### config.mk
export PLATFORM = sky130hd
export DESIGN_NAME = civil_date_to_tick_count_core_flat
export DESIGN_NICKNAME = d
export VERILOG_FILES = /design/src/rtl/cdt_pkg.sv /design/src/rtl/cdt_date_if.sv /design/src/rtl/cdt_tick_if.sv /design/src/rtl/civil_date_to_tick_count_core.sv /design/src/rtl/cdt_day_calc.sv /design/src/rtl/cdt_tick_scale.sv /design/src/flat_wrapper.sv
export VERILOG_INCLUDE_DIRS = /design/src /design/src/rtl
export SDC_FILE = /design/constraint.sdc
export NUM_CORES = 2
export LEC_CHECK = 0
export BUFFER_PORTS_ARGS = -buffer_cell sky130_fd_sc_hd__buf_2
export CAP_MARGIN = 10
export CORE_MARGIN = 2
export CORE_UTILIZATION = 40
export CTS_BUF_LIST = sky130_fd_sc_hd__clkbuf_8
export CTS_CLUSTER_DIAMETER = 80
export CTS_CLUSTER_SIZE = 25
export DETAILED_ROUTE_END_ITERATION = 10
export HOLD_SLACK_MARGIN = 0.1
export RECOVER_POWER = 100
export SYNTH_ARGS = -nofsm -noshare
export SYNTH_HDL_FRONTEND = slang
export SYNTH_HIERARCHICAL = 1
export SYNTH_SLANG_ARGS = --single-unit
### constraint.sdc
create_clock -name clk -period 11.7 [get_ports clk]
set_input_delay 0.585 -clock clk [delete_from_list [all_inputs] [get_ports clk]]
set_output_delay 0.585 -clock clk [all_outputs]
set_load 0.02 [all_outputs]
### src/rtl/assert_macros.svh
// Assertion macros shared by the civil date to tick count RTL.
// Each macro expects clk and rst_n to be visible at the place of use.
`ifndef ASSERT_MACROS_SVH
`define ASSERT_MACROS_SVH

// Consequent must hold in the same cycle as the antecedent.
`define ASSERT_SAME(name, ante, cons) \
    name: assert property (@(posedge clk) disable iff (!rst_n) (ante) |-> (cons)) \
        else $error("same-cycle check failed");

// Consequent must hold in the cycle after the antecedent.
`define ASSERT_NEXT(name, ante, cons) \
    name: assert property (@(posedge clk) disable iff (!rst_n) (ante) |=> (cons)) \
        else $error("next-cycle check failed");

`endif

### src/rtl/cdt_pkg.sv
// Package for the civil date to tick count block: field widths, tick constants,
// month tables, error codes and the stage payload structs. No dependencies.
package cdt_pkg;

    localparam int YearW   = 14;
    localparam int MonthW  = 4;
    localparam int DayW    = 5;
    localparam int HourW   = 5;
    localparam int MinuteW = 6;
    localparam int SecondW = 6;
    localparam int MsW     = 10;
    localparam int TickW   = 62;
    localparam int ErrW    = 2;

    // Day number stays below 2^22 for every valid date.
    localparam int DaysW     = 22;
    // Unchecked time fields at their full widths stay below 2^41 ticks.
    localparam int TimeW     = 41;
    // Ticks per day is 2^14 times an odd 26-bit factor.
    localparam int DayShift  = 14;
    localparam int DayProdW  = TickW - DayShift;

    localparam logic [YearW-1:0]    MaxYear     = 14'd9999;
    localparam logic [MonthW-1:0]   MonthsPerYr = 4'd12;
    localparam logic [25:0]         DayFactor   = 26'd52734375;
    localparam logic [TimeW-1:0]    TicksPerHour   = 41'd36000000000;
    localparam logic [TimeW-1:0]    TicksPerMinute = 41'd600000000;
    localparam logic [TimeW-1:0]    TicksPerSecond = 41'd10000000;
    localparam logic [TimeW-1:0]    TicksPerMs     = 41'd10000;

    // floor(v / 100) == (v * Recip100) >> Recip100Shift for v below 2^14.
    localparam logic [12:0] Recip100      = 13'd5243;
    localparam int          Recip100Shift = 19;

    localparam logic [8:0] CumCommon [13] =
        '{9'd0, 9'd31, 9'd59, 9'd90, 9'd120, 9'd151, 9'd181,
          9'd212, 9'd243, 9'd273, 9'd304, 9'd334, 9'd365};
    localparam logic [8:0] CumLeap [13] =
        '{9'd0, 9'd31, 9'd60, 9'd91, 9'd121, 9'd152, 9'd182,
          9'd213, 9'd244, 9'd274, 9'd305, 9'd335, 9'd366};

    typedef enum logic [ErrW-1:0] {
        ERR_NONE    = 2'd0,
        ERR_RANGE   = 2'd1,
        ERR_DAY_LEN = 2'd2
    } cdt_err_t;

    typedef struct packed {
        logic [YearW-1:0]   year;
        logic [MonthW-1:0]  month;
        logic [DayW-1:0]    day;
        logic [HourW-1:0]   hour;
        logic [MinuteW-1:0] minute;
        logic [SecondW-1:0] second;
        logic [MsW-1:0]     millisecond;
    } cdt_date_t;

    typedef struct packed {
        logic [DaysW-1:0]   days;
        logic [HourW-1:0]   hour;
        logic [MinuteW-1:0] minute;
        logic [SecondW-1:0] second;
        logic [MsW-1:0]     millisecond;
        cdt_err_t           err;
    } cdt_day_t;

    typedef struct packed {
        logic [DayProdW-1:0] day_prod;
        logic [TimeW-1:0]    time_ticks;
        cdt_err_t            err;
    } cdt_scaled_t;

    typedef struct packed {
        logic [TickW-1:0] tick_count;
        cdt_err_t         err;
    } cdt_result_t;

    // Days before the first of the month; zero for month codes outside 1..12.
    function automatic logic [8:0] cum_before(input logic [MonthW-1:0] month,
                                              input logic leap);
        logic [MonthW-1:0] idx;
        begin
            idx = month - 4'd1;
            if (idx > 4'd11)
            begin
                return 9'd0;
            end
            return leap ? CumLeap[idx] : CumCommon[idx];
        end
    endfunction

    function automatic logic [DayW-1:0] month_len(input logic [MonthW-1:0] month,
                                                  input logic leap);
        logic [DayW-1:0] len;
        begin
            unique case (month)
                4'd2:                      len = leap ? 5'd29 : 5'd28;
                4'd4, 4'd6, 4'd9, 4'd11:   len = 5'd30;
                default:                   len = 5'd31;
            endcase
            return len;
        end
    endfunction

endpackage

### src/rtl/cdt_date_if.sv
// Input channel of the civil date to tick count block: valid/ready and the date fields.
// Depends on cdt_pkg for the field widths.
interface cdt_date_if import cdt_pkg::*; ();
    logic                 valid;
    logic                 ready;
    logic [YearW-1:0]     year;
    logic [MonthW-1:0]    month;
    logic [DayW-1:0]      day;
    logic [HourW-1:0]     hour;
    logic [MinuteW-1:0]   minute;
    logic [SecondW-1:0]   second;
    logic [MsW-1:0]       millisecond;

    modport source (output valid, year, month, day, hour, minute, second, millisecond,
                    input ready);
    modport sink   (input valid, year, month, day, hour, minute, second, millisecond,
                    output ready);
endinterface

### src/rtl/cdt_tick_if.sv
// Output channel of the civil date to tick count block: valid/ready, ticks and error code.
// Depends on cdt_pkg for the field widths.
interface cdt_tick_if import cdt_pkg::*; ();
    logic             valid;
    logic             ready;
    logic [TickW-1:0] tick_count;
    logic [ErrW-1:0]  error_code;

    modport source (output valid, tick_count, error_code, input ready);
    modport sink   (input valid, tick_count, error_code, output ready);
endinterface

### src/rtl/civil_date_to_tick_count_core.sv
// Civil date to tick count core.
//
// The date channel carries one proleptic Gregorian date and time of day per
// beat; the ticks channel returns one beat per date with the count of 100 ns
// ticks since 0001-01-01 00:00 and an error code. A year outside 1..9999, a
// month outside 1..12 or a zero day gives error code 1; a day beyond the
// month's length gives error code 2. Both errors report zero ticks. Time
// fields are not checked and are added at face value.
//
// The core is a four-register pipeline: input register, day number, tick
// scaling, result register. A beat taken in passes through them in that order
// to reach the ticks channel, and one beat is taken every cycle while the
// receiver keeps up. When the receiver stalls, the result register holds
// and the stages behind it keep filling, so four beats are held before date
// ready drops. Reset empties every stage; no results are pending after it.
module civil_date_to_tick_count_core import cdt_pkg::*;
(
    input  logic       clk,
    input  logic       rst_n,
    cdt_date_if.sink   date,
    cdt_tick_if.source ticks
);

`include "assert_macros.svh"

    logic        v1_reg, v2_reg, v3_reg, v4_reg;
    logic        v1_next, v2_next, v3_next, v4_next;
    logic        rdy1, rdy2, rdy3, rdy4;

    cdt_date_t   s1_reg, s1_next;
    cdt_day_t    s2_reg, s2_next;
    cdt_scaled_t s3_reg, s3_next;
    cdt_result_t s4_reg, s4_next;

    cdt_day_t    day_d;
    cdt_scaled_t scaled_d;

    // A stage can take a new beat when it is empty or its content moves on.
    assign rdy4 = !v4_reg || ticks.ready;
    assign rdy3 = !v3_reg || rdy4;
    assign rdy2 = !v2_reg || rdy3;
    assign rdy1 = !v1_reg || rdy2;

    assign date.ready = rdy1;

    cdt_day_calc u_day_calc
    (
        .date_q (s1_reg),
        .day_d  (day_d)
    );

    cdt_tick_scale u_tick_scale
    (
        .day_q    (s2_reg),
        .scaled_d (scaled_d)
    );

    always_comb
    begin
        v1_next = rdy1 ? date.valid : v1_reg;
        v2_next = rdy2 ? v1_reg     : v2_reg;
        v3_next = rdy3 ? v2_reg     : v3_reg;
        v4_next = rdy4 ? v3_reg     : v4_reg;

        s1_next = s1_reg;
        if (rdy1)
        begin
            s1_next.year        = date.year;
            s1_next.month       = date.month;
            s1_next.day         = date.day;
            s1_next.hour        = date.hour;
            s1_next.minute      = date.minute;
            s1_next.second      = date.second;
            s1_next.millisecond = date.millisecond;
        end

        s2_next = rdy2 ? day_d    : s2_reg;
        s3_next = rdy3 ? scaled_d : s3_reg;

        s4_next = s4_reg;
        if (rdy4)
        begin
            s4_next.err = s3_reg.err;
            if (s3_reg.err == ERR_NONE)
            begin
                s4_next.tick_count = {s3_reg.day_prod, DayShift'(0)}
                                   + TickW'(s3_reg.time_ticks);
            end
            else
            begin
                s4_next.tick_count = '0;
            end
        end
    end

    always_ff @(posedge clk or negedge rst_n)
    begin
        if (!rst_n)
        begin
            v1_reg <= 1'b0;
            v2_reg <= 1'b0;
            v3_reg <= 1'b0;
            v4_reg <= 1'b0;
        end
        else
        begin
            v1_reg <= v1_next;
            v2_reg <= v2_next;
            v3_reg <= v3_next;
            v4_reg <= v4_next;
        end
    end

    always_ff @(posedge clk)
    begin
        s1_reg <= s1_next;
        s2_reg <= s2_next;
        s3_reg <= s3_next;
        s4_reg <= s4_next;
    end

    assign ticks.valid      = v4_reg;
    assign ticks.tick_count = s4_reg.tick_count;
    assign ticks.error_code = s4_reg.err;

    `ASSERT_SAME(a_err_zero_ticks, ticks.valid && (s4_reg.err != ERR_NONE), s4_reg.tick_count == '0)
    `ASSERT_NEXT(a_out_held, ticks.valid && !ticks.ready, ticks.valid && $stable(s4_reg))
    `ASSERT_SAME(a_full_when_blocked, !date.ready, v1_reg && v2_reg && v3_reg && v4_reg)
    `ASSERT_NEXT(a_accept_fills_input, date.valid && date.ready, v1_reg)

endmodule

### src/rtl/cdt_day_calc.sv
// Date checking and day number: validates year, month and day, applies the
// 4/100/400 leap rule and the month tables. Depends on cdt_pkg.
module cdt_day_calc import cdt_pkg::*;
(
    input  cdt_date_t date_q,
    output cdt_day_t  day_d
);

    logic [YearW-1:0]      y;
    logic [YearW+12:0]     prod_y;
    logic [YearW+12:0]     prod_yr;
    logic [7:0]            q100_y;
    logic [7:0]            q100_yr;
    logic                  leap;
    logic                  range_bad;
    logic                  len_bad;
    logic [8:0]            cum;
    cdt_err_t              err;

    assign y = date_q.year - 14'd1;

    // Reciprocal multiply gives the quotient by 100 for both year and year - 1.
    assign prod_y  = 27'(y) * 27'(Recip100);
    assign prod_yr = 27'(date_q.year) * 27'(Recip100);
    assign q100_y  = prod_y[Recip100Shift +: 8];
    assign q100_yr = prod_yr[Recip100Shift +: 8];

    // A year is a multiple of 100 (or 400) exactly when its quotient differs
    // from that of the year before.
    assign leap = (date_q.year[1:0] == 2'b00) &&
                  ((q100_y == q100_yr) || (q100_y[7:2] != q100_yr[7:2]));

    assign range_bad = (date_q.year == '0) || (date_q.year > MaxYear) ||
                       (date_q.month == '0) || (date_q.month > MonthsPerYr) ||
                       (date_q.day == '0);
    assign len_bad   = date_q.day > month_len(date_q.month, leap);
    assign cum       = cum_before(date_q.month, leap);

    always_comb
    begin
        priority if (range_bad)
        begin
            err = ERR_RANGE;
        end
        else if (len_bad)
        begin
            err = ERR_DAY_LEN;
        end
        else
        begin
            err = ERR_NONE;
        end
    end

    always_comb
    begin
        day_d.days = DaysW'(y) * DaysW'(365) + DaysW'(y[YearW-1:2])
                   - DaysW'(q100_y) + DaysW'(q100_y[7:2])
                   + DaysW'(cum) + DaysW'(date_q.day) - DaysW'(1);
        day_d.hour        = date_q.hour;
        day_d.minute      = date_q.minute;
        day_d.second      = date_q.second;
        day_d.millisecond = date_q.millisecond;
        day_d.err         = err;
    end

endmodule

### src/rtl/cdt_tick_scale.sv
// Tick scaling: multiplies the day number by the odd part of ticks per day and
// sums the time-of-day terms. Depends on cdt_pkg.
module cdt_tick_scale import cdt_pkg::*;
(
    input  cdt_day_t    day_q,
    output cdt_scaled_t scaled_d
);

    logic [TimeW-1:0] hour_ticks;
    logic [TimeW-1:0] minute_ticks;
    logic [TimeW-1:0] second_ticks;
    logic [TimeW-1:0] ms_ticks;

    assign hour_ticks   = TimeW'(day_q.hour) * TicksPerHour;
    assign minute_ticks = TimeW'(day_q.minute) * TicksPerMinute;
    assign second_ticks = TimeW'(day_q.second) * TicksPerSecond;
    assign ms_ticks     = TimeW'(day_q.millisecond) * TicksPerMs;

    // The power-of-two part of ticks per day is applied as a shift in the next stage.
    assign scaled_d.day_prod   = DayProdW'(day_q.days) * DayProdW'(DayFactor);
    assign scaled_d.time_ticks = hour_ticks + minute_ticks + second_ticks + ms_ticks;
    assign scaled_d.err        = day_q.err;

endmodule

### src/flat_wrapper.sv
// flat-port wrapper written by rule: the top's interface ports become plain ports
module civil_date_to_tick_count_core_flat import cdt_pkg::*;
  (clk, rst_n, date_valid, date_year, date_month, date_day, date_hour, date_minute, date_second, date_millisecond, date_ready, ticks_valid, ticks_tick_count, ticks_error_code, ticks_ready);
  cdt_date_if date_i ();
  cdt_tick_if ticks_i ();
  input  logic clk;
  input  logic rst_n;
  input wire logic [$bits(date_i.valid)-1:0] date_valid;
  input wire logic [$bits(date_i.year)-1:0] date_year;
  input wire logic [$bits(date_i.month)-1:0] date_month;
  input wire logic [$bits(date_i.day)-1:0] date_day;
  input wire logic [$bits(date_i.hour)-1:0] date_hour;
  input wire logic [$bits(date_i.minute)-1:0] date_minute;
  input wire logic [$bits(date_i.second)-1:0] date_second;
  input wire logic [$bits(date_i.millisecond)-1:0] date_millisecond;
  output wire logic [$bits(date_i.ready)-1:0] date_ready;
  output wire logic [$bits(ticks_i.valid)-1:0] ticks_valid;
  output wire logic [$bits(ticks_i.tick_count)-1:0] ticks_tick_count;
  output wire logic [$bits(ticks_i.error_code)-1:0] ticks_error_code;
  input wire logic [$bits(ticks_i.ready)-1:0] ticks_ready;
  assign date_i.valid = date_valid;
  assign date_i.year = date_year;
  assign date_i.month = date_month;
  assign date_i.day = date_day;
  assign date_i.hour = date_hour;
  assign date_i.minute = date_minute;
  assign date_i.second = date_second;
  assign date_i.millisecond = date_millisecond;
  assign date_ready = date_i.ready;
  assign ticks_valid = ticks_i.valid;
  assign ticks_tick_count = ticks_i.tick_count;
  assign ticks_error_code = ticks_i.error_code;
  assign ticks_i.ready = ticks_ready;
  civil_date_to_tick_count_core u_core (.clk(clk), .rst_n(rst_n), .date(date_i), .ticks(ticks_i));
endmodule
Yosys cells after proc, flatten, opt, wreduce, memory -nomap -nowiden
Memory sizes are Yosys's and may differ from the RTL's.
Cells that the tools add are included.

cells by class
  multiplexer cells = 11
  reduce and logical (&&, ||, !) cells = 20
  bitwise operators = 1
  $mul = 8
  magnitude comparators = 5
  $add $sub $neg = 12
  equality and inequality tests = 7

operators with widths
  kind                                                                   count
  9-bit 2-to-1 mux                                                       7
  62-bit by 41-bit adder with 62-bit output                              1
  14-bit by 13-bit multiplier with 27-bit output, second input constant  2
  22-bit by 26-bit multiplier with 48-bit output, second input constant  1
  41-bit by 24-bit adder with 41-bit output                              1
  41-bit by 30-bit adder with 41-bit output                              1
  41-bit by 36-bit adder with 41-bit output                              1
  5-bit by 25-bit multiplier with 30-bit output, second input constant   1
  6-bit by 21-bit multiplier with 27-bit output, second input constant   1
  6-bit by 17-bit multiplier with 23-bit output, second input constant   1
  22-bit by 12-bit adder with 22-bit output                              1
  22-bit by 5-bit adder with 22-bit output                               1
  22-bit by 6-bit adder with 22-bit output                               1
  22-bit by 9-bit adder with 22-bit output                               1
  14-bit by 9-bit multiplier with 22-bit output, second input constant   1
  22-bit by 1-bit subtractor with 22-bit output, second input constant   1
  22-bit by 8-bit subtractor with 22-bit output                          1
  10-bit by 10-bit multiplier with 20-bit output, second input constant  1
  14-bit > comparator, second input constant                             1
  14-bit zero test                                                       1
  14-bit by 1-bit subtractor with 14-bit output, second input constant   1
  1-bit logical OR                                                       9
  4-bit by 3-bit == test with 1-bit output, second input constant        2
  4-bit == test, second input constant                                   2
  17 further kinds                                                       23

word-level totals
  bits of input ports = 54
  register bits = 260
  word-level logic and storage cells = 88
  bits in read-only memories = 288
  memories kept = 2

memories
  memory           words  bits a word  rd ports  clocked after Yosys merged registers in  write ports  line           text
  (no name shown)  16     9            1         0                                        0            cdt_pkg.sv:88  return leap ? CumLeap[idx] : CumCommon[idx];
  (no name shown)  16     9            1         0                                        0            cdt_pkg.sv:88

Longest topological paths before layout
  depth after elaboration = 10
  depth in mapped cells = 49
  mapped depth without buffers = 49

By module
Netlist, hierarchy kept.

by module, submodules not included
  module                         times used  area each (um^2)  cells an instance  seq. area each (um^2)
  cdt_tick_scale                 1           18550.3           2064               0.0
  cdt_day_calc                   1           12070.3           1298               0.0
  civil_date_to_tick_count_core  1           10128.5           627                7787.5

Worst setup path before layout
No wires, ideal clock.

  path type = flip-flop to flip-flop
  start = reg u_core/s1_reg[38] in the netlist's numbering
  end = reg u_core/s2_reg[49] in the netlist's numbering (data pin)
  setup slack = -0.028 ns
  setup time = 0.258 ns
  path buffers = 0
  clock period less this slack = 11.728 ns
  arrival = 11.470 ns
  data required time = 11.442 ns
  cell stages (with the launch flop) = 45
  path through = edfxtp_1 > inv_1 > ha_1 > nand2_1 > nand2_1 > nand2_1 > nand3_1 > a21boi_0 > o21ai_0 > a21boi_0 > xnor2_1 > fa_1 > inv_1 > ha_1 > fa_1 > inv_1 > fa_1 > fa_1 > [... 9 more ...] > fa_1 > inv_1 > fa_1 > inv_1 > fa_1 > inv_1 > fa_1 > fa_1 > ha_1 > ha_1 > a21oi_1 > o21ai_0 > a41oi_1 > a2111o_1 > a31oi_1 > a21o_1 > a21oi_1 > xnor2_1

RTL lines
  element                 line                                  text
  from (decl)             civil_date_to_tick_count_core.sv:30   cdt_date_t s1_reg, s1_next;
  from (signal assigned)  civil_date_to_tick_count_core.sv:116  s1_reg <= s1_next;
  to (signal assigned)    civil_date_to_tick_count_core.sv:117  s2_reg <= s2_next;
  to (decl)               civil_date_to_tick_count_core.sv:31   cdt_day_t s2_reg, s2_next;

==> metrics.txt <==
Critical Path RT about 12 ns; data arrival time of the worst path around 12 ns; mapped cell area slightly above 40000 um2; clock tree buffer depth 3; area leader, netlist ha_1; Final nets 5553; share of cells above drive strength 1 0.0512; failing checks max-capacitance violations, max-slew violations; RR Startpoint u_core/s1_reg[37]; port buffer count ~120; Async S/R FF share, synth 0.0154; leading post-synthesis cells by cell area ha_1 26%, fa_1 23%, edfxtp_1 19%; Critical Path Start u_core/s1_reg[37]; die width between 300 and 400 um; fin. max-slew vios 230; worst hold slack ~0.19 ns; worst stage delay on the critical path 0.54 ns; xor/xnor share of the synthesized area 0.0489; vias 27481; minimum clock period roughly 11 ns; # fillers 9798; final setup fails 0; Avg Synthesized Cell Area around 10 um2; worst setup margin 0.539 ns; CTS Buf Count 23; fin crit share 0.954; CP max-delay cell fa_1; fraction of synthesized area in multiplexers 0.00147; Setup TNS Final 0 ns; Setup Skew 0.0270 ns; maximum fanout along the worst path 3; total number of H-tree levels 1; Multi-input gate area 29300 um2; Cells after Synth ~4000; root buffer cell clkbuf_8; number of routed nets with antenna violations 0; GP Congestion 0.898; Worst-Skew Late Latency between 0.6 and 0.7 ns; commonest non-fill, non-tap cell in the layout inv_1; Worst-path clk slew roughly 0.10 ns; Worst setup EP type register; largest net degree at the start of global routing 70; Synth cell types between 90 and 100; Residual DRC 0; startpoint class of the critical path register; io pins 120; GRT overflow 0; Top FF cell, synth edfxtp_1; critical setup path kind reg -> reg; max reg flops just over 90; max-cap violations 4; Rel. slew slack -1.42; core area a little over 100000 um2; Routed wire per std cell 16.4 um; count of state elements after synthesis 260; register area slightly below 8000 um2; die area 104000 um2; adder-cell share of the synthesized area 0.491; initial antenna violation count 1; status finished, violations left; post-synthesis simple-gate area fraction 0.0751; Area growth syn-to-layout 8.35%; post-DP HPWL 79900 um; site row count roughly 120; synth warn 6; Synth Area in Compound Gates 0.0995; Slew @ Worst Pin approximately 3.6 ns; commonest cells after routing, fill and taps aside 894 x inv_1, 845 x ha_1, 471 x fa_1; CTS tree done; post-route cell area 44200 um2; Die H approximately 320 um; Initial Utilization 0.402; post-synthesis sequential area ratio 0.191; worst slack at placement -0.173 ns; share of the synthesized area in the top cell type 0.260; DP Area approximately 43000 um2; Hold WC Path Type in -> reg; largest family of logic cells by synthesized area adder cells; Global Route Usage Sum 0.180; Min-Delay Startpoint date_year[2]; global-route wire length before repair around 150000 um; Initial DRT Pass Iterations 5; # clock sinks 260; Peak Freq between 80 and 90 MHz; Post-synth EDFFs around 260; most used cell, CP inv_1; First DRT Iteration DRCs 1318; vias in the first global route around 28000; Final Hold Vio Count 0; Routed WL slightly above 90000 um; vias per cell 4.94
Yosys cell counts, types with 6 or more instances:
library cell  number
o211ai_1          17
xnor2_1          149
inv_1            899
nor2_1           160
or2_2             23
a211oi_1          30
or3_1             18
clkbuf_1          22
nor2b_1           27
o21ai_1           12
edfxtp_1         256
nor3_1            53
nand2_1          128
fa_1             471
xor2_1            74
and2_1            27
a21oi_2            9
ha_1             847
a31oi_1           24
o31a_1             9
a21oi_1          176
a21boi_0          12
a21o_1            56
o21a_1            25
o21bai_1          19
o21ai_0          108
o31ai_1            8
nand4_1           21
buf_4             38
a211oi_2           7
and3_1            32
a41o_1             6
o2111ai_1         10
nand3_1           67
nand2b_1          20
a211o_1            7
mux2i_1            6
worst max-delay path, delay by kind of cell (launching register included):
family,cells,cell delay (ns)
buffers and inverters,12,0.79
AOI/OAI and AO/OA,11,1.68
xor gates and xnor gates,3,0.54
DFF,1,0.36
adders and majority gates,15,5.86
and+or+nand+nor,9,1.69
stage by stage:
| step | cells | util |
|---|---|---|
| 2_1_floorplan | 3992 | - |
| 3_3_place_gp | 5471 | 0.425 |
| 3_5_place_dp | 5471 | 0.425 |
| 4_1_cts | 5556 | 0.436 |
| 5_1_grt | 5566 | 0.435 |
| 6_report | 5566 | 0.435 |
final timing paths:
| path | endpoint | slack [ns] | depth (start not counted) |
|---|---|---|---|
| min in group asynchronous | u_core/ticks.valid | 0.28 | 2 |
| worst min-delay path | u_core/s1_reg[38] | 0.19 | 1 |
| worst min register to register | u_core/s2_reg[8] | 0.42 | 0 |
| worst max-delay path | u_core/s2_reg[50] | 0.54 | 50 |
| max in group asynchronous | u_core/v2_reg | 11.24 | 2 |
| worst max register to register | u_core/s2_reg[50] | 0.54 | 50 |
metal layers:
metal,track usage,routed length (um)
met2,0.299,41500
met1,0.255,44400
met4,0.0378,1990
met3,0.0167,3250
met5,0,0
area by class of cell:
| class | count | share of cell area |
|---|---|---|
| repair buffers | 227 | 0.0315 |
| flip-flops and latches | 260 | 0.176 |
| clock buffers | 23 | 0.00717 |
| inverters | 899 | 0.0764 |
| clock inverters | 18 | 0.00717 |
| multi-input cells | 2770 | 0.663 |
| diodes | 1 | 0.0000567 |
| well taps | 1368 | 0.0388 |
cell families (layout without fill, tap and decap cells):
family,count (synthesis),after routing
adder cells (fa/ha/maj),1318,1318
buffers and inverters,962,1167
AND/OR/NAND/NOR,613,613
AO/OA/AOI/OAI,604,604
flip-flops,260,260
XOR/XNOR,225,225
multiplexers,6,6
other,1,5
timing repair:
item / CTS / global route
pin swaps: 0 / 14
setup endpoints to repair: 2 / 12
buffers inserted: 0 / 9
hold buffers: 44 / 0
gates resized for setup: 8 / 24
endpoints found under the hold margin: 47 / 0
Power is left out: the tool's default activity adds up to more than one toggle a clock period on the data nets, which glitch-free logic cannot reach.
